<file path="src/hdl/crss_pkg.sv">
// ----------------------------------------------------------------------------
// crss_pkg
// Shared constants and controller/datapath interface types for the
// Catmull-Rom segment sampler.
// ----------------------------------------------------------------------------
package crss_pkg;

	localparam int MAX_SAMPLES = 62;
	localparam int KEPT_W      = $clog2(MAX_SAMPLES + 1);
	localparam int T_FRAC      = 24;
	localparam int CNT_W       = $clog2(T_FRAC);
	localparam int H_W         = 40;
	localparam int ACC_W       = H_W + T_FRAC;
	localparam int SPAN_W      = 33;
	localparam logic [SPAN_W-1:0] HALF_STEP = SPAN_W'(32768);

	localparam logic [1:0] SEL_P1     = 2'd0;
	localparam logic [1:0] SEL_SAMPLE = 2'd1;
	localparam logic [1:0] SEL_P2     = 2'd2;

	typedef struct packed {
		logic             load;
		logic             div_init;
		logic             div_step;
		logic             eval_init;
		logic             axis;
		logic             mul_step;
		logic [CNT_W-1:0] bit_idx;
		logic             horner_add;
		logic [1:0]       stage;
		logic             res_store;
		logic             qual_update;
		logic             out_load;
		logic [1:0]       out_sel;
		logic             kept_inc;
		logic             offs_step;
	} cmd_t;

	typedef struct packed {
		logic span_pos;
		logic offs_lt_span;
		logic qualify;
		logic cap_full;
	} sts_t;

endpackage

</file>
<file path="src/hdl/crss_ctrl.sv">
// ----------------------------------------------------------------------------
// crss_ctrl
// Sequencer: runs the step loop, the bit-serial divide and the Horner
// multiplies, and owns both handshakes.
// ----------------------------------------------------------------------------
module crss_ctrl (
	input  logic           clk,
	input  logic           arst_n,
	input  logic           in_valid,
	output logic           in_ready,
	output logic           out_valid,
	input  logic           out_ready,
	input  crss_pkg::sts_t sts,
	output crss_pkg::cmd_t cmd
);

	localparam logic [3:0] S_IDLE   = 4'd0;
	localparam logic [3:0] S_P1     = 4'd1;
	localparam logic [3:0] S_LOOP   = 4'd2;
	localparam logic [3:0] S_DIV    = 4'd3;
	localparam logic [3:0] S_EVINIT = 4'd4;
	localparam logic [3:0] S_MUL    = 4'd5;
	localparam logic [3:0] S_ADD    = 4'd6;
	localparam logic [3:0] S_RES    = 4'd7;
	localparam logic [3:0] S_CHK    = 4'd8;
	localparam logic [3:0] S_EMIT   = 4'd9;
	localparam logic [3:0] S_NEXT   = 4'd10;
	localparam logic [3:0] S_FIN    = 4'd11;

	localparam logic [crss_pkg::CNT_W-1:0] CNT_LAST = crss_pkg::CNT_W'(crss_pkg::T_FRAC - 1);

	logic [3:0]                 state_q, state_n;
	logic [crss_pkg::CNT_W-1:0] cnt_q, cnt_n;
	logic [1:0]                 stage_q, stage_n;
	logic                       axis_q, axis_n;
	logic                       out_valid_q;
	logic                       slot_free;

	assign slot_free = !out_valid_q || out_ready;
	assign in_ready  = (state_q == S_IDLE);
	assign out_valid = out_valid_q;

	always_comb begin
		state_n = state_q;
		cnt_n   = cnt_q;
		stage_n = stage_q;
		axis_n  = axis_q;
		cmd     = '0;
		cmd.axis    = axis_q;
		cmd.stage   = stage_q;
		cmd.bit_idx = CNT_LAST - cnt_q;
		case (state_q)
			S_IDLE: begin
				if (in_valid) begin
					cmd.load = 1'b1;
					state_n  = S_P1;
				end
			end
			S_P1: begin
				if (slot_free) begin
					cmd.out_load = 1'b1;
					cmd.out_sel  = crss_pkg::SEL_P1;
					state_n      = sts.span_pos ? S_LOOP : S_FIN;
				end
			end
			S_LOOP: begin
				if (sts.offs_lt_span) begin
					cmd.div_init = 1'b1;
					cnt_n        = '0;
					state_n      = S_DIV;
				end else begin
					state_n = S_FIN;
				end
			end
			S_DIV: begin
				cmd.div_step = 1'b1;
				cnt_n        = cnt_q + 1'b1;
				if (cnt_q == CNT_LAST) begin
					axis_n  = 1'b0;
					state_n = S_EVINIT;
				end
			end
			S_EVINIT: begin
				cmd.eval_init = 1'b1;
				stage_n       = '0;
				cnt_n         = '0;
				state_n       = S_MUL;
			end
			S_MUL: begin
				cmd.mul_step = 1'b1;
				cnt_n        = cnt_q + 1'b1;
				if (cnt_q == CNT_LAST)
					state_n = S_ADD;
			end
			S_ADD: begin
				cmd.horner_add = 1'b1;
				cnt_n          = '0;
				if (stage_q == 2'd2) begin
					state_n = S_RES;
				end else begin
					stage_n = stage_q + 1'b1;
					state_n = S_MUL;
				end
			end
			S_RES: begin
				cmd.res_store = 1'b1;
				state_n       = axis_q ? S_EMIT : S_CHK;
			end
			S_CHK: begin
				cmd.qual_update = sts.qualify;
				if (sts.qualify && !sts.cap_full) begin
					axis_n  = 1'b1;
					state_n = S_EVINIT;
				end else begin
					state_n = S_NEXT;
				end
			end
			S_EMIT: begin
				if (slot_free) begin
					cmd.out_load = 1'b1;
					cmd.out_sel  = crss_pkg::SEL_SAMPLE;
					cmd.kept_inc = 1'b1;
					state_n      = S_NEXT;
				end
			end
			S_NEXT: begin
				cmd.offs_step = 1'b1;
				state_n       = S_LOOP;
			end
			S_FIN: begin
				if (slot_free) begin
					cmd.out_load = 1'b1;
					cmd.out_sel  = crss_pkg::SEL_P2;
					state_n      = S_IDLE;
				end
			end
			default: state_n = S_IDLE;
		endcase
	end

	always_ff @(posedge clk or negedge arst_n) begin
		if (!arst_n) begin
			state_q     <= S_IDLE;
			cnt_q       <= '0;
			stage_q     <= '0;
			axis_q      <= 1'b0;
			out_valid_q <= 1'b0;
		end else begin
			state_q <= state_n;
			cnt_q   <= cnt_n;
			stage_q <= stage_n;
			axis_q  <= axis_n;
			if (cmd.out_load)
				out_valid_q <= 1'b1;
			else if (out_ready)
				out_valid_q <= 1'b0;
		end
	end

	a_no_overwrite: assert property (@(posedge clk) disable iff (!arst_n)
		cmd.out_load |-> (!out_valid_q || out_ready))
		else $error("result overwritten before taken");

	a_accept_to_p1: assert property (@(posedge clk) disable iff (!arst_n)
		(in_valid && in_ready) |=> (state_q == S_P1))
		else $error("accept did not start a run");

	a_cnt_range: assert property (@(posedge clk) disable iff (!arst_n)
		(state_q == S_DIV || state_q == S_MUL) |-> (cnt_q <= CNT_LAST))
		else $error("bit counter out of range");

	a_stage_range: assert property (@(posedge clk) disable iff (!arst_n)
		(state_q == S_ADD) |-> (stage_q <= 2'd2))
		else $error("Horner stage out of range");

endmodule

</file>
<file path="src/hdl/crss_dp.sv">
// ----------------------------------------------------------------------------
// crss_dp
// Datapath: control points, coefficients, restoring divider for t,
// shift-add Horner multiplier, sample filter and result register.
// ----------------------------------------------------------------------------
module crss_dp (
	input  logic               clk,
	input  logic               arst_n,
	input  crss_pkg::cmd_t     cmd,
	output crss_pkg::sts_t     sts,
	input  logic signed [31:0] pa_x,
	input  logic signed [31:0] pa_y,
	input  logic signed [31:0] pb_x,
	input  logic signed [31:0] pb_y,
	input  logic signed [31:0] pc_x,
	input  logic signed [31:0] pc_y,
	input  logic signed [31:0] pd_x,
	input  logic signed [31:0] pd_y,
	output logic signed [31:0] out_x,
	output logic signed [31:0] out_y,
	output logic               is_final,
	output logic               samples_dropped
);

	localparam int HW = crss_pkg::H_W;
	localparam int AW = crss_pkg::ACC_W;
	localparam int SW = crss_pkg::SPAN_W;
	localparam int TF = crss_pkg::T_FRAC;

	typedef logic signed [HW-1:0] h_t;

	logic signed [31:0] b_x_q, b_y_q, c_x_q, c_y_q;
	h_t                 coef_q [2][4];
	logic [SW-1:0]      span_q, offs_q;
	logic [31:0]        rem_q;
	logic [TF-1:0]      t_q;
	h_t                 h_q;
	logic signed [AW-1:0] acc_q;
	logic signed [31:0] nx_q, ny_q, last_x_q;
	logic               any_q, dropped_q;
	logic [crss_pkg::KEPT_W-1:0] kept_q;

	h_t a0, a1, a2, a3, b0, b1, b2, b3;
	logic signed [SW-1:0] span_s;
	logic [SW-1:0]        rem2;
	logic                 rem_ge;
	logic signed [AW-1:0] acc_nxt;
	h_t                   h_fl, h_half, h_sum;
	logic signed [31:0]   sat_v;

	assign a0 = HW'(pa_x);
	assign a1 = HW'(pb_x);
	assign a2 = HW'(pc_x);
	assign a3 = HW'(pd_x);
	assign b0 = HW'(pa_y);
	assign b1 = HW'(pb_y);
	assign b2 = HW'(pc_y);
	assign b3 = HW'(pd_y);
	assign span_s = SW'(pd_x) - SW'(pa_x);

	assign rem2   = {rem_q, 1'b0};
	assign rem_ge = rem2 >= span_q;

	assign acc_nxt = (acc_q <<< 1) + (t_q[cmd.bit_idx] ? AW'(h_q) : AW'(0));
	assign h_fl    = HW'(acc_q >>> TF);
	assign h_sum   = h_fl + coef_q[cmd.axis][2'd2 - cmd.stage];
	assign h_half  = h_q >>> 1;

	always_comb begin
		if (h_half > HW'(32'sh7fffffff))
			sat_v = 32'sh7fffffff;
		else if (h_half < -HW'(33'sh080000000))
			sat_v = 32'sh80000000;
		else
			sat_v = h_half[31:0];
	end

	assign sts.span_pos     = !span_q[SW-1] && (span_q != '0);
	assign sts.offs_lt_span = offs_q < span_q;
	assign sts.qualify      = (!any_q || (nx_q > last_x_q)) && (nx_q < c_x_q);
	assign sts.cap_full     = kept_q == crss_pkg::KEPT_W'(crss_pkg::MAX_SAMPLES);

	always_ff @(posedge clk) begin
		if (cmd.load) begin
			b_x_q <= pb_x;
			b_y_q <= pb_y;
			c_x_q <= pc_x;
			c_y_q <= pc_y;
			span_q <= span_s;
			offs_q <= '0;
			coef_q[0][0] <= a1 <<< 1;
			coef_q[0][1] <= a2 - a0;
			coef_q[0][2] <= (a0 <<< 1) - 5 * a1 + (a2 <<< 2) - a3;
			coef_q[0][3] <= 3 * (a1 - a2) + a3 - a0;
			coef_q[1][0] <= b1 <<< 1;
			coef_q[1][1] <= b2 - b0;
			coef_q[1][2] <= (b0 <<< 1) - 5 * b1 + (b2 <<< 2) - b3;
			coef_q[1][3] <= 3 * (b1 - b2) + b3 - b0;
		end
		if (cmd.offs_step)
			offs_q <= offs_q + crss_pkg::HALF_STEP;
		if (cmd.div_init)
			rem_q <= offs_q[31:0];
		if (cmd.div_step) begin
			rem_q <= rem_ge ? 32'(rem2 - span_q) : rem2[31:0];
			t_q   <= {t_q[TF-2:0], rem_ge};
		end
		if (cmd.eval_init) begin
			h_q   <= coef_q[cmd.axis][3];
			acc_q <= '0;
		end
		if (cmd.mul_step)
			acc_q <= acc_nxt;
		if (cmd.horner_add) begin
			h_q   <= h_sum;
			acc_q <= '0;
		end
		if (cmd.res_store) begin
			if (cmd.axis)
				ny_q <= sat_v;
			else
				nx_q <= sat_v;
		end
		if (cmd.qual_update)
			last_x_q <= nx_q;
		if (cmd.out_load) begin
			case (cmd.out_sel)
				crss_pkg::SEL_P1: begin
					out_x           <= b_x_q;
					out_y           <= b_y_q;
					is_final        <= 1'b0;
					samples_dropped <= 1'b0;
				end
				crss_pkg::SEL_SAMPLE: begin
					out_x           <= nx_q;
					out_y           <= ny_q;
					is_final        <= 1'b0;
					samples_dropped <= 1'b0;
				end
				default: begin
					out_x           <= c_x_q;
					out_y           <= c_y_q;
					is_final        <= 1'b1;
					samples_dropped <= dropped_q;
				end
			endcase
		end
	end

	always_ff @(posedge clk or negedge arst_n) begin
		if (!arst_n) begin
			any_q     <= 1'b0;
			dropped_q <= 1'b0;
			kept_q    <= '0;
		end else if (cmd.load) begin
			any_q     <= 1'b0;
			dropped_q <= 1'b0;
			kept_q    <= '0;
		end else begin
			if (cmd.qual_update) begin
				any_q <= 1'b1;
				if (sts.cap_full)
					dropped_q <= 1'b1;
			end
			if (cmd.kept_inc)
				kept_q <= kept_q + 1'b1;
		end
	end

endmodule

</file>
<file path="src/hdl/catmull_rom_segment_sampler_core.sv">
// ----------------------------------------------------------------------------
// catmull_rom_segment_sampler_core
// Samples one Catmull-Rom segment from four Q16.16 control points.
// ----------------------------------------------------------------------------
// One transaction in yields the segment start, up to MAX_SAMPLES curve
// samples with x rising and below the segment end, then the segment end
// flagged final. A step that keeps no sample tests the step position, runs the
// bit-serial divide that forms t, evaluates x (three shift-add multiplies,
// each followed by an add, plus setup and store), checks and advances. A step
// that emits a sample also evaluates y and emits it, and can wait on output
// stalls. Each segment also takes the accept, the two endpoint results and
// the last step test; the step count is (x3 - x0) / 0.5 rounded up. One
// segment is in work at a time; the next input waits until the final result
// is loaded.
module catmull_rom_segment_sampler_core (
	input  logic               clk,
	input  logic               arst_n,
	input  logic               in_valid,
	output logic               in_ready,
	input  logic signed [31:0] pa_x,
	input  logic signed [31:0] pa_y,
	input  logic signed [31:0] pb_x,
	input  logic signed [31:0] pb_y,
	input  logic signed [31:0] pc_x,
	input  logic signed [31:0] pc_y,
	input  logic signed [31:0] pd_x,
	input  logic signed [31:0] pd_y,
	output logic               out_valid,
	input  logic               out_ready,
	output logic signed [31:0] out_x,
	output logic signed [31:0] out_y,
	output logic               is_final,
	output logic               samples_dropped
);

	crss_pkg::cmd_t cmd;
	crss_pkg::sts_t sts;

	crss_ctrl u_ctrl (
		.clk       (clk),
		.arst_n    (arst_n),
		.in_valid  (in_valid),
		.in_ready  (in_ready),
		.out_valid (out_valid),
		.out_ready (out_ready),
		.sts       (sts),
		.cmd       (cmd)
	);

	crss_dp u_dp (
		.clk             (clk),
		.arst_n          (arst_n),
		.cmd             (cmd),
		.sts             (sts),
		.pa_x            (pa_x),
		.pa_y            (pa_y),
		.pb_x            (pb_x),
		.pb_y            (pb_y),
		.pc_x            (pc_x),
		.pc_y            (pc_y),
		.pd_x            (pd_x),
		.pd_y            (pd_y),
		.out_x           (out_x),
		.out_y           (out_y),
		.is_final        (is_final),
		.samples_dropped (samples_dropped)
	);

endmodule

</file>
<file path="config.mk">
export PLATFORM = sky130hd
export DESIGN_NAME = catmull_rom_segment_sampler_core
export DESIGN_NICKNAME = d
export VERILOG_FILES = /design/src/hdl/crss_pkg.sv /design/src/hdl/crss_ctrl.sv /design/src/hdl/crss_dp.sv /design/src/hdl/catmull_rom_segment_sampler_core.sv
export SDC_FILE = /design/constraint.sdc
export NUM_CORES = 2
export LEC_CHECK = 0
export BUFFER_PORTS_ARGS = -buffer_cell sky130_fd_sc_hd__buf_4
export CAP_MARGIN = 20
export CELL_PAD_IN_SITES_DETAIL_PLACEMENT = 0
export CELL_PAD_IN_SITES_GLOBAL_PLACEMENT = 1
export CORE_ASPECT_RATIO = 1.1
export CORE_MARGIN = 2
export CORE_UTILIZATION = 50
export DETAILED_ROUTE_END_ITERATION = 10
export PLACE_DENSITY_LB_ADDON = 0.1
export SLEW_MARGIN = 25
export SYNTH_ARGS = -nofsm -noshare
export SYNTH_HDL_FRONTEND = slang
export SYNTH_HIERARCHICAL = 1
export SYNTH_SLANG_ARGS = --single-unit
</file>
<file path="constraint.sdc">
create_clock -name clk -period 31.1 [get_ports clk]
set_input_delay 1.555 -clock clk [delete_from_list [all_inputs] [get_ports clk]]
set_output_delay 1.555 -clock clk [all_outputs]
set_load 0.02 [all_outputs]
</file>
Word-level counts from Yosys, hierarchy flattened
Memories as Yosys holds them, arrays and structs flattened.
Index checks and enable logic that the tools add are counted.
{"block": "word_totals", "register_bits": 537, "ramBits": 318, "in_bits": 260, "output_inout_bits": 68, "memories": 1}
{"name": "u_dp.coef_q", "depth": 2, "width": 159, "read_ports": 1, "rd_ports_with_merged_regs": 0, "write_ports": 2, "line_no": "crss_dp.sv:33", "text": "h_t coef_q [2][4];"}
{"block": "classes", "addsub": 24, "multipliers": 4, "n_lt_le_gt_ge": 8, "n_eq_ne": 24, "muxes": 66, "bitwise": 2, "reduce_logical": 33}
{"op": "$mux 64", "count": 3}
{"op": "$sub 32x32->33", "count": 5}
{"op": "$mux 32", "count": 5}
{"op": "$mux 40", "count": 4}
{"op": "$sub 40x32->40", "count": 4}
{"op": "$pmux 32 s2", "count": 2}
{"op": "$add 40x32->40", "count": 2}
{"op": "$add 40x34->40", "count": 2}
{"op": "$bmux 40 s2", "count": 1}
{"op": "$mul 3x40->40 const A", "count": 2}
{"op": "$sub 33x36->37", "count": 2}
{"op": "$mul 4x32->36 const A", "count": 2}
{"op": "$mux 33", "count": 2}
{"op": "$add 64x64->64", "count": 1}
{"op": "$pmux 4 s12", "count": 1}
{"op": "$add 40x40->40", "count": 1}
{"op": "$mux 4", "count": 10}
{"op": "$gt 39x32->1 const B", "count": 1}
{"op": "$lt 39x32->1 const B", "count": 1}
{"op": "$add 33x16->33 const B", "count": 1}
{"op": "$ge 33x33->1", "count": 1}
{"op": "$lt 33x33->1", "count": 1}
{"op": "$reduce_bool 33->1", "count": 1}
{"op": "$gt 32x32->1", "count": 1}
{"op": "other kinds (42)", "count": 105}

Logic depth before layout (Yosys ltp)
{"block": "logic_depth", "ltp_word": 7, "mapped_depth": 29, "mapped_depth_nobuf": 28}

Cells and area by module
The synthesis kept the hierarchy.
{"module": "crss_dp", "instances": 1, "cells_per_inst": 6423, "area_each_um2": 64110.2, "seq_area_each_um2": 21210.3}
{"module": "crss_ctrl", "instances": 1, "cells_per_inst": 121, "area_each_um2": 994.7, "seq_area_each_um2": 325.3}

Worst setup path before layout
OpenSTA, ideal clock, no wires.
{"block": "synth_path", "path_kind": "input port to flip-flop", "startpoint": "input in_valid", "endpoint": "register u_dp.offs_q[15] (enable)", "arrival_ps": 10983, "required_time_ps": 30760, "path_slack_ps": 19777, "path_stages": 3, "path_buffers": 1, "cell_sequence": "and2_1 -> clkbuf_1 -> or2_2"}
{"block": "synth_via", "elab_chain_len": 3}
{"element": "start, declared", "line_no": "catmull_rom_segment_sampler_core.sv:18", "text": "input logic in_valid,"}
{"element": "$mux 1", "line_no": "crss_ctrl.sv:54", "text": "if (in_valid) begin"}
{"element": "$mux 1", "line_no": "crss_ctrl.sv:52", "text": "case (state_q)"}
{"element": "$reduce_bool 2->1 (no source line)"}
{"element": "end signal, assigned", "line_no": "crss_dp.sv:101", "text": "offs_q <= offs_q + crss_pkg::HALF_STEP;"}
{"element": "end, declared", "line_no": "crss_dp.sv:34", "text": "logic [SW-1:0] span_q, offs_q;"}
Every way passes these cells.
A chain may end at the register's enable or synchronous reset.

==> flow_summary_export.csv <==
group,metric,value,unit
floorplanning,die_w,348,um
power,seq_power_share,23.7,%
clocking,clock_sinks,742,
placement,dp_hpwl,170,mm
sta,slew_headroom,26.5,%
sta,worstMarginPinSlew,1.09,ns
synth,syn_avg_cell_area,9.95,sq um
sta,setup_violations,0,
cells_and_area,final_nets,8166,
floorplanning,io_pins,328,
power,power_frac_clock,15.9,%
grt,grt_pass1_vias,49000,
synth,ys_ff_latch,742,
sta,final.setup_skew,0.0333,ns
grt,grt_pass1_wl,310,mm
power,p_total,7.21,mW
grt,grt_overflow,0,
power,p_leak,32.6,nW
worst_setup_path,critPathMaxFanout,4,
sta,fin_crit_sh,25.2,%
power,power_switching,3.30,mW
worst_setup_path,critPathLaunchType,"primary input",
cells_and_area,areaGrowthSynthToFinish,11.5,%
synth,synth_edf_count,657,
synth,syn-num-nets,7883,
synth,synthArstFlopShare,2.83,%
drt,vias_per_cell,5.87,
synth,ys_seq_area_share,33.1,%
status,status,"finished clean",
clocking,clk_latency,0.72,ns
synth,ys.flop_type,"edfxtp_1",
synth,netlist_instances,6544,
drt,drt_iter0_drc,4384,
sta,period_minus_slack,7.84,ns
worst_setup_path,critPathSlowestCell,"o31ai_1",
clocking,cts_setup_buffers,0,
clocking,cts_hold_buf,0,
grt,antenna_found_initial,16,
grt,grt.total_usage,31.1,%
sta,hold_viol,0,
synth,yosysWarnings,6,
power,p_int,3.91,mW
floorplanning,core-area,129000,sq um
power,peakVddDrop,0.0638,mV
floorplanning,die_h,382,um
placement,port_buffers,327,
sta,final.setup.tns,0,ns
worst_hold_path,hp-class,"reg -> reg",
sta,rsz0062_at_grt,"false",
cells_and_area,drive_above_1_share,8.74,%
worst_setup_path,crit_path_end_kind,"flip-flop",
synth,ys_types,103,
clocking,cts_made_buffers,89,
cells_and_area,fillers,11600,
clocking,path_clk_slew,0.06,ns
grt,grt_max_degree,76,
power,power_frac_comb,60.5,%
sta,report.final.slew_viol_count,0,
clocking,cts.repair.resized,0,
power,p_sw_share,45.8,%
sta,fmax,0.128,GHz
drt,drc,0,
clocking,htreeDepth,3,
worst_setup_path,setup.worst_path.class,"in -> reg",
clocking,clock-root-buffer,"clkbuf_16",
clocking,clockBufferDepth,3,
worst_setup_path,cpPeakStageDelay,0.84,ns
worst_setup_path,critical_path_required,31.55,ns
drt,antenna_left,0,
cells_and_area,fin_util,56.3,%
power,power_density,99.3,nW/um^2
floorplanning,start_util,50.5,%
floorplanning,die_area,133000,sq um
floorplanning,rows,138,
worst_setup_path,worstPathArrival,8.29,ns
drt,firstDrtPassIters,8,
drt,wl_per_cell,24.3,um
synth,syn-cell-area,65100,sq um
drt,num_vias,50400,
clocking,cts_tree,"yes",
drt,wl,208,mm
flow_run,cap_violations,0,
placement,place_congestion,0.949,
[cell usage after synthesis (17+ instances only)]
cell	number	area, sq um
a211oi_1	29	218
a21o_1	287	2150
a21oi_1	427	2140
a221oi_1	39	342
a22oi_1	38	285
a31oi_1	49	307
and2_1	41	257
and3_1	44	275
buf_1	25	93.8
clkbuf_1	148	556
dfrtp_1	21	526
dfxtp_1	64	1280
edfxtp_1	657	19700
fa_1	336	6730
ha_1	743	9300
inv_1	900	3380
mux2i_1	181	1810
nand2_1	339	1270
nand2b_1	77	482
nand3_1	112	561
nand4_1	73	457
nor2_1	313	1170
nor2b_1	132	826
nor3_1	76	380
nor3b_1	39	293
nor4_1	18	113
o211ai_1	34	255
o21a_1	105	788
o21ai_0	346	1730
o21bai_1	62	465
o221ai_1	46	403
o31a_1	19	166
o31ai_1	29	218
or2_2	17	106
or3_1	33	206
or4_1	18	135
xnor2_1	252	2210
xor2_1	136	1190
[flip-flops by register name, summed over array words and instances, names as in the netlist, 2 cells and up]
signal / cells
u_dp/out_y: 32
u_dp/acc_q: 64
u_dp/b_x_q: 31
u_dp/c_x_q: 32
u_dp/h_q: 40
u_dp/offs_q: 18
u_dp/b_y_q: 31
u_dp/coef_q: 222
u_dp/t_q: 24
u_dp/out_x: 32
u_dp/rem_q: 32
u_dp/ny_q: 32
u_ctrl/stage_q: 2
u_dp/c_y_q: 32
u_dp/span_q: 33
u_dp/kept_q: 6
u_ctrl/cnt_q: 5
u_dp/last_x_q: 32
u_dp/nx_q: 32
u_ctrl/state_q: 4
[power by group through the flow]
stage | Clock (mW) | Combinational (mW) | Sequential (mW)
2_1_floorplan | 0 | 3.10 | 1.70
3_3_place_gp | 0 | 4.29 | 1.72
3_5_place_dp | 0 | 4.32 | 1.73
4_1_cts | 1.17 | 4.34 | 1.71
5_1_grt | 1.20 | 4.82 | 1.72
6_report | 1.15 | 4.36 | 1.71
[worst paths after layout]
| path | startpoint | end | slack [ns] | depth (start not counted) |
|---|---|---|---|---|
| worst max-delay path | pc_x[1] | u_dp/coef_q[0][39]$_DFFE_PP_ | 23.26 | 25 |
| worst min-delay path | u_dp/t_q[10]$_DFFE_PP_ | u_dp/t_q[11]$_DFFE_PP_ | 0.45 | 0 |
| worst max register to register | u_ctrl/axis_q$_DFFE_PN0P_ | u_dp/h_q[37]$_DFFE_PP_ | 24.24 | 16 |
| worst min register to register | u_dp/t_q[10]$_DFFE_PP_ | u_dp/t_q[11]$_DFFE_PP_ | 0.45 | 0 |
| max in group asynchronous | arst_n | u_ctrl/axis_q$_DFFE_PN0P_ | 30.12 | 1 |
| min in group asynchronous | arst_n | u_dp/kept_q[0]$_DFFE_PN0P_ | 0.72 | 1 |
[worst max-delay path, delay by kind of cell]
kind / cells / cell delay [ns]
AOI/OAI and AO/OA: 10 / 3.04
buffers and inverters: 4 / 0.29
and+or+nand+nor: 5 / 1.29
adders and majority gates: 5 / 1.91
xor gates and xnor gates: 1 / 0.19
[stage by stage]
| stage | setup slack [ns] | area [sq um] | cells | hold WS, ns |
|---|---|---|---|---|
| after CTS | 23.44 | 72600 | 8581 | 0.447 |
| after detailed placement | 22.74 | 69400 | 8416 | 0.430 |
| after global placement | 22.80 | 69400 | 8413 | 0.426 |
| final | 23.26 | 72600 | 8592 | 0.446 |
| after floorplan | 19.78 | 65100 | 6544 | 0.421 |
| after global routing | 22.80 | 72600 | 8590 | 0.465 |
[logic make-up after synthesis]
logic type	synth area share, %
XOR/XNOR	5.22
buffers and inverters	6.29
AO/OA/AOI/OAI	17.1
flip-flops	33.1
adder cells (fa/ha/maj)	24.6
AND/OR/NAND/NOR	10.6
multiplexers	3.12
[cell type report]
type,count,area [sq um],share of cell area (%)
multi-input cells,4720,39600,54.5
flip-flops and latches,742,21500,29.7
inverters,901,3380,4.66
repair buffers,373,2800,3.85
clock buffers,106,2330,3.21
well taps,1680,2100,2.89
clock inverters,59,837,1.15
diodes,11,27.5,0.0379
[cell usage in the layout, fill, tap and decap left out, drive strengths merged, types with 41 or more instances in the layout]
master and count:
inv 906, edfxtp 657, nor2 314, and3 44, mux2i 181, o221ai 47
o21a 105, nor3 76, fa 336, a21o 287, a31oi 50, buf 373
nor2b 132, o21bai 62, a21oi 428, xor2 136, clkbuf 106, o21ai 357
nand2 339, nand4 73, ha 743, a221oi 41, and2 41, nand2b 77
dfxtp 64, xnor2 252, nand3 112
[routing by layer]
layer / part of all wire (%) / routed length, um / global-route usage [%] / vias up
met4: 4.8 / 9940 / 14.0 / 10
li1: - / - / - / 23900
met2: 48 / 99200 / 51.7 / 1581
met1: 42 / 88100 / 40.8 / 24600
met3: 5.3 / 11100 / 3.63 / 322
met5: 0.039 / 82 / 0 / -
No activity file was read; power rests on OpenSTA's default activity.
